**src/rtl/core/bda_pkg.sv**
```systemverilog
// bda_pkg: shared types and constants for the button debounce / auto repeat unit.
// Used by bda_core and button_debounce_autorepeat_unit. No dependencies.
`timescale 1ns / 1ps

package bda_pkg;

	localparam int unsigned BOUNCE_W = 5;
	localparam int unsigned DELAY_W  = 8;
	localparam int unsigned PCNT_W   = 6;
	localparam int unsigned BCNT_W   = 8;

	localparam logic [BOUNCE_W-1:0] BOUNCE_RST = 5'd5;
	localparam logic [DELAY_W-1:0]  DELAY_RST  = 8'd100;

	// pedal counter saturation and fire offset
	localparam logic [PCNT_W-1:0] PEDAL_WRAP  = 6'd40;
	localparam logic [PCNT_W-1:0] PEDAL_CAP   = 6'd39;
	localparam logic [PCNT_W-1:0] PEDAL_EXTRA = 6'd15;

	// configuration register indexes
	localparam logic CFG_BOUNCE = 1'b0;
	localparam logic CFG_DELAY  = 1'b1;

	typedef struct packed {
		logic pedal_level;
		logic up_level;
		logic down_level;
		logic select_level;
		logic machine_running;
		logic custom_entry_mode;
	} bda_in_t;

	typedef struct packed {
		logic pedal_fire;
		logic up_fire;
		logic down_fire;
		logic select_fire;
	} bda_out_t;

endpackage

```
**src/rtl/core/bda_core.sv**
```systemverilog
// bda_core: debounce counters, repeat flags and per-tick fire decode.
// Depends on bda_pkg. One sample tick is processed when step is high.
`timescale 1ns / 1ps

module bda_core (
	input  logic                          clk,
	input  logic                          arst_n,
	input  logic                          step,
	input  bda_pkg::bda_in_t              tick,
	input  logic [bda_pkg::BOUNCE_W-1:0]  bounce,
	input  logic [bda_pkg::DELAY_W-1:0]   delay,
	output bda_pkg::bda_out_t             fire
);
	import bda_pkg::*;

	typedef struct packed {
		logic              fire;
		logic [BCNT_W-1:0] cnt;
		logic              waiting;
		logic              active;
	} arrow_t;

	function automatic arrow_t arrow_step(
		input logic [BCNT_W-1:0]   cnt,
		input logic                custom,
		input logic                waiting,
		input logic                active,
		input logic [BOUNCE_W-1:0] bnc,
		input logic [DELAY_W-1:0]  dly
	);
		arrow_t r;
		r.fire    = 1'b0;
		r.cnt     = cnt;
		r.waiting = waiting;
		r.active  = active;
		if (!custom) begin
			r.fire = (cnt == BCNT_W'(bnc));
		end else if (!waiting && !active) begin
			r.waiting = 1'b1;
			r.fire    = 1'b1;
		end else begin
			if (cnt == dly) begin
				r.active  = 1'b1;
				r.waiting = 1'b0;
				r.cnt     = BCNT_W'(bnc);
			end
			if (r.active) begin
				r.cnt  = BCNT_W'(bnc) + BCNT_W'(1);
				r.fire = 1'b1;
			end
		end
		return r;
	endfunction

	logic [PCNT_W-1:0] pcnt_q;
	logic [BCNT_W-1:0] ucnt_q, dcnt_q, scnt_q;
	logic [3:0]        prev_q;
	logic              waiting_q, active_q;

	logic              cur_p, cur_u, cur_d, cur_s;
	logic [3:0]        cur, chg;
	logic [PCNT_W-1:0] pinc, pcnt_n;
	logic [BCNT_W-1:0] ucnt_a, dcnt_a, scnt_a;
	logic [BCNT_W-1:0] ucnt_n, dcnt_n, scnt_n;
	logic              active_a, waiting_n, active_n;
	arrow_t            up_r, dn_r;
	bda_out_t          fire_n;

	always_comb begin
		cur_p = tick.pedal_level;
		cur_u = !cur_p && !tick.up_level;
		cur_d = !cur_p && tick.up_level && !tick.down_level;
		cur_s = !cur_p && tick.up_level && tick.down_level && !tick.select_level;
		cur   = {cur_s, cur_d, cur_u, cur_p};
		chg   = cur ^ prev_q;

		pinc = pcnt_q + PCNT_W'(1);
		if (pinc == PEDAL_WRAP) begin
			pinc = PEDAL_CAP;
		end
		pcnt_n = chg[0] ? '0 : (cur_p ? pinc : pcnt_q);
		ucnt_a = chg[1] ? '0 : (cur_u ? ucnt_q + BCNT_W'(1) : ucnt_q);
		dcnt_a = chg[2] ? '0 : (cur_d ? dcnt_q + BCNT_W'(1) : dcnt_q);
		scnt_a = chg[3] ? '0 : (cur_s ? scnt_q + BCNT_W'(1) : scnt_q);
		active_a = active_q && !chg[1] && !chg[2];

		up_r = arrow_step(ucnt_a, tick.custom_entry_mode, waiting_q, active_a, bounce, delay);
		dn_r = arrow_step(dcnt_a, tick.custom_entry_mode, waiting_q, active_a, bounce, delay);

		fire_n    = '0;
		ucnt_n    = ucnt_a;
		dcnt_n    = dcnt_a;
		scnt_n    = scnt_a;
		waiting_n = waiting_q;
		active_n  = active_a;
		fire_n.pedal_fire = (pcnt_n == PCNT_W'(bounce) + PEDAL_EXTRA);
		if (!tick.machine_running) begin
			if (ucnt_a >= BCNT_W'(bounce)) begin
				fire_n.up_fire = up_r.fire;
				ucnt_n         = up_r.cnt;
				waiting_n      = up_r.waiting;
				active_n       = up_r.active;
			end else if (dcnt_a >= BCNT_W'(bounce)) begin
				fire_n.down_fire = dn_r.fire;
				dcnt_n           = dn_r.cnt;
				waiting_n        = dn_r.waiting;
				active_n         = dn_r.active;
			end else begin
				fire_n.select_fire = (scnt_a == BCNT_W'(bounce));
			end
		end
	end

	always_ff @(posedge clk or negedge arst_n) begin
		if (!arst_n) begin
			pcnt_q    <= '0;
			ucnt_q    <= '0;
			dcnt_q    <= '0;
			scnt_q    <= '0;
			prev_q    <= '0;
			waiting_q <= 1'b0;
			active_q  <= 1'b0;
		end else if (step) begin
			pcnt_q    <= pcnt_n;
			ucnt_q    <= ucnt_n;
			dcnt_q    <= dcnt_n;
			scnt_q    <= scnt_n;
			prev_q    <= cur;
			waiting_q <= waiting_n;
			active_q  <= active_n;
		end
	end

	assign fire = fire_n;

endmodule

```
**src/rtl/core/button_debounce_autorepeat_unit.sv**
```systemverilog
// button_debounce_autorepeat_unit: top level, input register, result register, config.
// Depends on bda_pkg and bda_core.
//
//   channel | direction | handshake           | beat
//   in      | in        | in_valid/in_ready   | bda_in_t, one sample tick
//   out     | out       | out_valid/out_ready | bda_out_t, fire pulses for that tick
//   cfg     | in        | cfg_valid/cfg_ready | cfg_index, cfg_data
//
// One beat per cycle sustained while out_ready stays high; a tick waits in the input register
// and then sits in the result register, whose valid flag drives out_valid.
// The counter update between the two registers sets the cycle time.
// arst_n clears counters, flags and both valids; config resets to 5 and 100.
// A stalled result holds one more tick in the input register before in_ready drops.
`timescale 1ns / 1ps

module button_debounce_autorepeat_unit (
	input  logic                          clk,
	input  logic                          arst_n,
	input  logic                          in_valid,
	output logic                          in_ready,
	input  bda_pkg::bda_in_t              in_data,
	output logic                          out_valid,
	input  logic                          out_ready,
	output bda_pkg::bda_out_t             out_data,
	input  logic                          cfg_valid,
	output logic                          cfg_ready,
	input  logic                          cfg_index,
	input  logic [bda_pkg::DELAY_W-1:0]   cfg_data
);
	import bda_pkg::*;

	bda_in_t              in_s1;
	logic                 vld_s1;
	bda_out_t             res_q;
	logic                 res_vld_q;
	logic [BOUNCE_W-1:0]  bounce_q;
	logic [DELAY_W-1:0]   delay_q;
	logic                 adv;
	bda_out_t             fire;

	assign adv       = vld_s1 && (!res_vld_q || out_ready);
	assign in_ready  = !vld_s1 || adv;
	assign cfg_ready = 1'b1;

	always_ff @(posedge clk or negedge arst_n) begin
		if (!arst_n) begin
			vld_s1    <= 1'b0;
			res_vld_q <= 1'b0;
			bounce_q  <= BOUNCE_RST;
			delay_q   <= DELAY_RST;
		end else begin
			if (in_valid && in_ready) begin
				vld_s1 <= 1'b1;
			end else if (adv) begin
				vld_s1 <= 1'b0;
			end
			if (adv) begin
				res_vld_q <= 1'b1;
			end else if (out_ready) begin
				res_vld_q <= 1'b0;
			end
			if (cfg_valid) begin
				case (cfg_index)
					CFG_BOUNCE: bounce_q <= cfg_data[BOUNCE_W-1:0];
					CFG_DELAY:  delay_q  <= cfg_data;
					default:    delay_q  <= delay_q;
				endcase
			end
		end
	end

	always_ff @(posedge clk) begin
		if (in_valid && in_ready) begin
			in_s1 <= in_data;
		end
		if (adv) begin
			res_q <= fire;
		end
	end

	bda_core u_core (
		.clk    (clk),
		.arst_n (arst_n),
		.step   (adv),
		.tick   (in_s1),
		.bounce (bounce_q),
		.delay  (delay_q),
		.fire   (fire)
	);

	assign out_valid = res_vld_q;
	assign out_data  = res_q;

endmodule
```
**config.mk**
```make
export PLATFORM = sky130hd
export DESIGN_NAME = button_debounce_autorepeat_unit
export DESIGN_NICKNAME = d
export VERILOG_FILES = /design/src/rtl/core/bda_pkg.sv /design/src/rtl/core/bda_core.sv /design/src/rtl/core/button_debounce_autorepeat_unit.sv
export SDC_FILE = /design/constraint.sdc
export NUM_CORES = 1
export LEC_CHECK = 0
export BUFFER_PORTS_ARGS = -buffer_cell sky130_fd_sc_hd__buf_4
export CAP_MARGIN = 20
export CORE_MARGIN = 2
export CORE_UTILIZATION = 55
export CTS_CLUSTER_SIZE = 10
export DETAILED_ROUTE_END_ITERATION = 6
export PLACE_DENSITY = 0.75
export SKIP_CTS_REPAIR_TIMING = 1
export SYNTH_ARGS = -nofsm -noshare
export SYNTH_HDL_FRONTEND = slang
export SYNTH_SLANG_ARGS = --single-unit
```
**constraint.sdc**
```tcl
create_clock -name clk -period 7.3 [get_ports clk]
set_input_delay 2.19 -clock clk [delete_from_list [all_inputs] [get_ports clk]]
set_output_delay 2.19 -clock clk [all_outputs]
set_load 0.1 [all_outputs]
```
==> results of run 1 <==
## cell usage after synthesis, types with 8 or more instances
cell type and instances:
xor2_1 10, and3_1 10, buf_2 9, nor3_1 17, a31oi_1 10, edfxtp_1 10, ha_1 16, nand4_1 9
nand3_1 33, a21oi_1 26, o21ai_0 53, o211ai_1 8, nand2b_1 11, dfrtp_1 46, clkbuf_1 31, or3_1 9
nor4_1 10, inv_1 20, xnor2_1 27, nor2_1 37, nand2_1 74, mux2_2 8
## logic make-up after synthesis
kind of cell | count (synthesis)
AND/OR/NAND/NOR | 250
AO/OA/AOI/OAI | 166
buffers and inverters | 72
flip-flops | 61
XOR/XNOR | 37
adder cells (fa/ha/maj) | 16
multiplexers | 10
other | 1
## cell type report
cell class                 instances  area [um2]
clock buffer                      10         128
clock inverter                     6         111
fill                             761        3410
inverter                          21        78.8
multi-input combinational        480        3070
sequential                        61        1580
tap                              108         135
timing repair buffer              27         203
## how the worst min path moves through the flow
stage / depth (start not counted) / slack, ps / startpoint / to
floorplan: 1 / 460 / vld_s1 / out_valid
global placement: 1 / 480 / vld_s1 / out_valid
detailed placement: 1 / 490 / vld_s1 / out_valid
CTS: 1 / 510 / vld_s1 / out_valid
global route: 2 / 550 / u_core.scnt_q[7] / u_core.scnt_q[7]
finish: 1 / 510 / vld_s1 / out_valid
## per-layer routing
layer  routed length [um]  GRT usage (%)
met3                  750           4.47
met2                 6000           43.1
met4                  336           10.3
met1                 5660           36.7
met5                    0              0
## flip-flops by register name, summed over array words and instances (netlist names)
signal / cells
bounce_q: 5
delay_q: 8
in_s1: 6
out_data: 4
out_valid: 1
u_core.active_q: 1
u_core.dcnt_q: 8
u_core.pcnt_q: 6
u_core.prev_q: 4
u_core.scnt_q: 8
u_core.ucnt_q: 8
u_core.waiting_q: 1
vld_s1: 1
## through the flow
stage / std cells / total power, W / area [um2]
finish: 713 / 0.00113 / 5310
global route: 713 / 0.00119 / 5310
CTS: 713 / 0.00113 / 5310
detailed placement: 697 / 0.000757 / 5070
global placement: 697 / 0.000746 / 5070
floorplan: 613 / 0.000679 / 4960
## layout by cell type, fill, tap and decap left out, types with 6 or more instances in the layout
cell type / Yosys / layout
inv_1: 20 / 20
nand2b_1: 11 / 11
nor3b_1: 6 / 6
a22oi_1: 6 / 6
a31oi_1: 10 / 10
buf_4: 2 / 27
o211ai_1: 8 / 8
dfrtp_1: 46 / 46
edfxtp_1: 10 / 10
nor2_1: 37 / 37
mux2_2: 8 / 8
nand3_1: 33 / 33
o21ai_0: 53 / 53
nor4_1: 10 / 10
and3_1: 10 / 10
nor3_1: 17 / 17
xnor2_1: 27 / 27
nand2_1: 74 / 74
nor2b_1: 6 / 6
or3_1: 9 / 9
nand4_1: 9 / 9
o22ai_1: 6 / 6
ha_1: 16 / 16
clkbuf_8: 0 / 9
xor2_1: 10 / 10
a21oi_1: 26 / 26
## worst reg2reg max path, cell delays in order, from the launching register on
cell and delay, ps:
edfxtp_1 650, nor3b_4 770, nand2_1 360, xnor2_1 230, nor2_1 70, ha_1 310
nand2_1 80, o21ai_0 190, a31oi_1 110, nand3b_1 460, or2_1 460, o21ai_0 260
## power by group
part | total [W] | internal [W] | switching (W) | leakage [nW]
clock | 0.000374 | 0.000227 | 0.000147 | 0.116
combinational | 0.000302 | 0.000124 | 0.000178 | 1.16
sequential | 0.000457 | 0.000382 | 0.0000744 | 0.749
total | 0.00113 | 0.000733 | 0.000400 | 2.03
==> impl_metrics.py, run 1 <==
metrics = {
    "logic_synthesis": {
        "yosysWarnings": 0,
        "yosysSeqAreaShare_pct": 31.9,
        "async_flop_share_pct": 83.6,
        "synth_compound_area_share_pct": 22.3,
        "synthTopCellsByArea": "dfrtp_1 23%, edfxtp_1 6.1%, nand2_1 5.6%",
        "postSynthAreaPerCell_um2": 8.08,
        "synth-xor-area-share_pct": 6.54,
        "yosysTopAreaCell": "dfrtp_1",
        "yosys.area_share.simple_pct": 26.6,
        "syn_area_um2": 4960,
        "synth_fa_ha_area_share_pct": 4.04,
        "synth_top_family_by_area": "simple AND/OR/NAND/NOR gates",
        "yosys.area.top_type_share_pct": 23.2,
        "synth_nets": 649,
        "synth_edf_count": 10,
        "ys_ff_latch": 61,
        "synthCells": 613,
        "synth_cell_type_count": 79,
        "synth_mux_area_share_pct": 2.22,
        "ys.flop_type": "dfrtp_1",
    },
    "critical_path": {
        "path_class": "in -> out",
        "r2r_start": "in_s1[5]",
        "r2r-end": "u_core.dcnt_q[4]",
        "critical_path_arrival_ps": 2730,
        "slowest_stage": "buf_4",
        "worstPathMaxFanout": 3,
        "cp_common_cell": "buf_4",
        "cp.depth": 3,
        "rr_worst_depth": 11,
        "cp-end-kind": "output pin",
        "reg2reg_setup_slack_ps": 3270,
        "critPathRequiredTime_ps": 5110,
        "cp_num_buf_inv": 2,
        "path_cells": "buf_4 > nand3b_1 > buf_4",
        "startpoint": "out_ready",
        "endpoint": "in_ready",
        "worstSetupStartpointType": "input port",
        "critPathMaxStageDelay_ps": 250,
        "cp_top_family": "buffers and inverters",
    },
    "clocking": {
        "cts-root-buf": "clkbuf_8",
        "cts_buffers": 9,
        "cts_tree": "done",
        "h-tree-depth": 3,
        "clock_sinks": 61,
        "cts.path.max_buffers": 2,
        "clock_latency_ps": 370,
        "path_clk_slew_ps": 60,
    },
    "grt": {
        "grt_remaining_overflow": 0,
        "grt_pass1_wl_um": 21300,
        "grt_max_degree": 55,
        "grt_pass1_vias": 4325,
        "grt_use_total_pct": 26.9,
        "antenna_found_initial": 0,
    },
    "routing": {
        "drt_iter0_markers": 369,
        "wire_per_inst_um": 17.9,
        "vias": 4683,
        "first_pass_iters": 5,
        "wirelength_um": 12800,
        "drt-vias-per-instance": 6.57,
        "drc_errors": 0,
        "ant_nets": 0,
    },
    "timing": {
        "rsz0062_at_grt": "no",
        "finalClockSkew_ps": 23.0,
        "clock.fmax_mhz": 203,
        "tightest_slew_ps": 880,
        "period_share_pct": 67.4,
        "fin_ws_ps": 2380,
        "finalHoldViolCount": 0,
        "hold_ws_ps": 513,
        "fin_setup_tns_ps": 0,
        "slew_viol_final": 0,
        "period_minus_slack_ps": 4920,
        "max_slew_margin_pct": 41.0,
        "setup_viol": 0,
    },
    "power_and_ir_drop": {
        "leakage_nw": 2.03,
        "powerDensity_nw_per_um2": 213,
        "ir_drop_v": 0.000136,
    },
    "floorplanning": {
        "ios": 27,
        "rows": 34,
        "start_util_pct": 56.8,
        "dieArea_um2": 9790,
        "core_um2": 8720,
        "die_w_um": 98.9,
        "die_h_um": 98.9,
    },
    "layout": {
        "final_util_pct": 60.8,
        "antenna_cells": 0,
        "nets": 636,
        "drive_gt1_share_pct": 10.9,
        "area_growth_pct": 7.07,
    },
    "place": {
        "gp_congestion": 0.931,
        "portBuffers": 25,
        "dp_hpwl_um": 8850,
        "preCtsSetupSlack_ps": 2390,
    },
    "status": {
        "status": "complete, no violations",
    },
    "run": {
        "drv_cap": 0,
    },
    "worst_hold_path": {
        "min_path_type": "reg -> reg",
    },
}
(Power assumes the default switching activity.)
==> inputs of run 2 (changes only) <==
- ABC_AREA: unset -> 1
- clock period: 7.3 -> 4.9 ns (I/O delays scaled with it)
==> impl_metrics.py, run 2 <==
metrics = {
    "status": {
        "status": "complete, no violations",
    },
    "clocking": {
        "cts_tree": "done",
        "cts-root-buf": "clkbuf_8",
        "h-tree-depth": 3,
        "cts.path.max_buffers": 2,
        "path_clk_slew_ps": 70,
        "clock_sinks": 61,
        "clock_latency_ps": 350,
        "cts_buffers": 9,
    },
    "timing": {
        "hold_ws_ps": 489,
        "slew_viol_final": 0,
        "tightest_slew_ps": 778,
        "max_slew_margin_pct": 48.0,
        "fin_setup_tns_ps": 0,
        "rsz0062_at_grt": "no",
        "finalClockSkew_ps": 11.5,
        "period_minus_slack_ps": 3470,
        "setup_viol": 0,
        "clock.fmax_mhz": 289,
        "period_share_pct": 70.7,
        "finalHoldViolCount": 0,
        "fin_ws_ps": 1430,
    },
    "layout": {
        "multiInputGateArea_um2": 2350,
        "final_util_pct": 62.9,
        "nets": 685,
        "antenna_cells": 0,
        "area_growth_pct": 11.5,
        "nFillCells": 719,
        "drive_gt1_share_pct": 10.7,
        "final_common_cell": "nand2_1",
        "seq_area_um2": 1580,
        "final_cell_mix": "203 x nand2_1, 77 x inv_1, 49 x nand3_1",
    },
    "critical_path": {
        "rr_worst_depth": 18,
        "worstSetupStartpointType": "input port",
        "endpoint": "in_ready",
        "critPathRequiredTime_ps": 3430,
        "startpoint": "out_ready",
        "critical_path_arrival_ps": 2000,
        "path_cells": "buf_4 > inv_1 > nand3_1 > buf_4",
        "worstPathMaxFanout": 3,
        "r2r_start": "in_s1[5]",
        "r2r-end": "u_core.dcnt_q[2]",
        "cp-end-kind": "output pin",
        "slowest_stage": "buf_4",
        "reg2reg_setup_slack_ps": 1590,
        "cp_common_cell": "buf_4",
        "critPathMaxStageDelay_ps": 260,
        "path_class": "in -> out",
    },
    "floorplanning": {
        "die_w_um": 92.8,
        "dieArea_um2": 8620,
        "core_um2": 7690,
        "start_util_pct": 56.5,
        "die_h_um": 92.8,
        "ios": 27,
        "rows": 32,
    },
    "place": {
        "dp_hpwl_um": 7970,
        "preCtsSetupSlack_ps": 1440,
        "gp_congestion": 0.915,
        "portBuffers": 25,
    },
    "logic_synthesis": {
        "synth_most_common_cell": "nand2_1",
        "synth_cell_type_count": 36,
        "synthTopCellsByCount": "203 x nand2_1, 77 x inv_1, 49 x nand3_1, 47 x o21ai_0, 46 x dfrtp_1",
        "yosysTopAreaCell": "dfrtp_1",
        "synth_nets": 662,
        "async_flop_share_pct": 83.6,
        "yosysWarnings": 0,
        "synthCells": 626,
        "postSynthAreaPerCell_um2": 6.93,
        "synth_edf_count": 10,
        "yosysSeqAreaShare_pct": 36.5,
        "yosys.area.top_type_share_pct": 26.5,
        "ys_ff_latch": 61,
        "synthTopCellsByArea": "dfrtp_1 27%, nand2_1 18%, edfxtp_1 6.9%",
        "ys.flop_type": "dfrtp_1",
        "syn_area_um2": 4340,
    },
    "routing": {
        "wire_per_inst_um": 14.2,
        "first_pass_iters": 5,
        "vias": 4100,
        "drt_iter0_markers": 278,
        "drc_errors": 0,
        "drt-vias-per-instance": 5.42,
        "ant_nets": 0,
        "wirelength_um": 10700,
    },
    "power_and_ir_drop": {
        "leakage_nw": 2.43,
        "p_total_w": 0.00198,
        "ir_drop_v": 0.000276,
        "powerDensity_nw_per_um2": 409,
    },
    "grt": {
        "grt_max_degree": 52,
        "grt_use_total_pct": 26.8,
        "antenna_found_initial": 0,
        "grt_pass1_vias": 3796,
        "grt_remaining_overflow": 0,
        "grt_pass1_wl_um": 18300,
    },
    "run": {
        "drv_cap": 0,
    },
    "worst_hold_path": {
        "min_path_type": "reg -> reg",
    },
}
## run 2: cell types whose count changed after synthesis, sizes merged, moves of 14 or more
cell	delta
nand2	+134
inv	+62
clkbuf	-23
xnor2	-23
nand3	+21
nor2	+14
## run 2: kinds of logic (layout without fill, tap and decap cells)
family          after synthesis  after routing  share of synthesized area [%]
simple gates                343            343                           35.2
buf+inv                     100            128                           9.31
compound gates               84             84                           10.1
flops                        61             61                           36.5
xor+xnor                     21             21                           4.24
fa+ha+maj                    16             16                           4.61
other cells                   1              1                         0.0864
## run 2: report_power, final
group / internal (W) / switching, W / leakage (nW)
clock network: 0.000315 / 0.000217 / 0.118
logic: 0.000234 / 0.000501 / 1.55
registers: 0.000611 / 0.000103 / 0.759
total: 0.00116 / 0.000821 / 2.43
## run 2: final cells by class
type / count / area share, %
Multi-Input combinational cell: 465 / 48.6
Tap cell: 102 / 2.64
Clock buffer: 11 / 3.13
Timing Repair Buffer: 27 / 4.60
Sequential cell: 61 / 32.7
Inverter: 85 / 6.59
Clock inverter: 5 / 1.68
## run 2: stage by stage
step                cell area (um2)  std cells
floorplan                      4340        626
finish                         4840        756
global route                   4840        756
global placement               4580        739
CTS                            4810        755
detailed placement             4580        739
## run 2: routing by layer
layer  GRT usage [%]  wire [um]
met1            37.3       4850
met2            41.9       4860
met3            5.13        703
met4            9.56        287
met5               0          0
## run 2: worst min-delay path by stage
stage / to / slack [ps] / cells after the start / from
floorplan: u_core.dcnt_q[5] / 450 / 2 / u_core.dcnt_q[5]
global placement: u_core.dcnt_q[5] / 470 / 2 / u_core.dcnt_q[5]
detailed placement: u_core.dcnt_q[5] / 480 / 2 / u_core.dcnt_q[5]
CTS: u_core.dcnt_q[5] / 500 / 2 / u_core.dcnt_q[5]
global route: u_core.dcnt_q[5] / 540 / 2 / u_core.dcnt_q[5]
finish: u_core.dcnt_q[5] / 490 / 2 / u_core.dcnt_q[5]
## run 2: worst max-delay path: cells and delay by family
kind | cells | cell delay, ps
simple gates | 1 | 110
buf+inv | 3 | 430
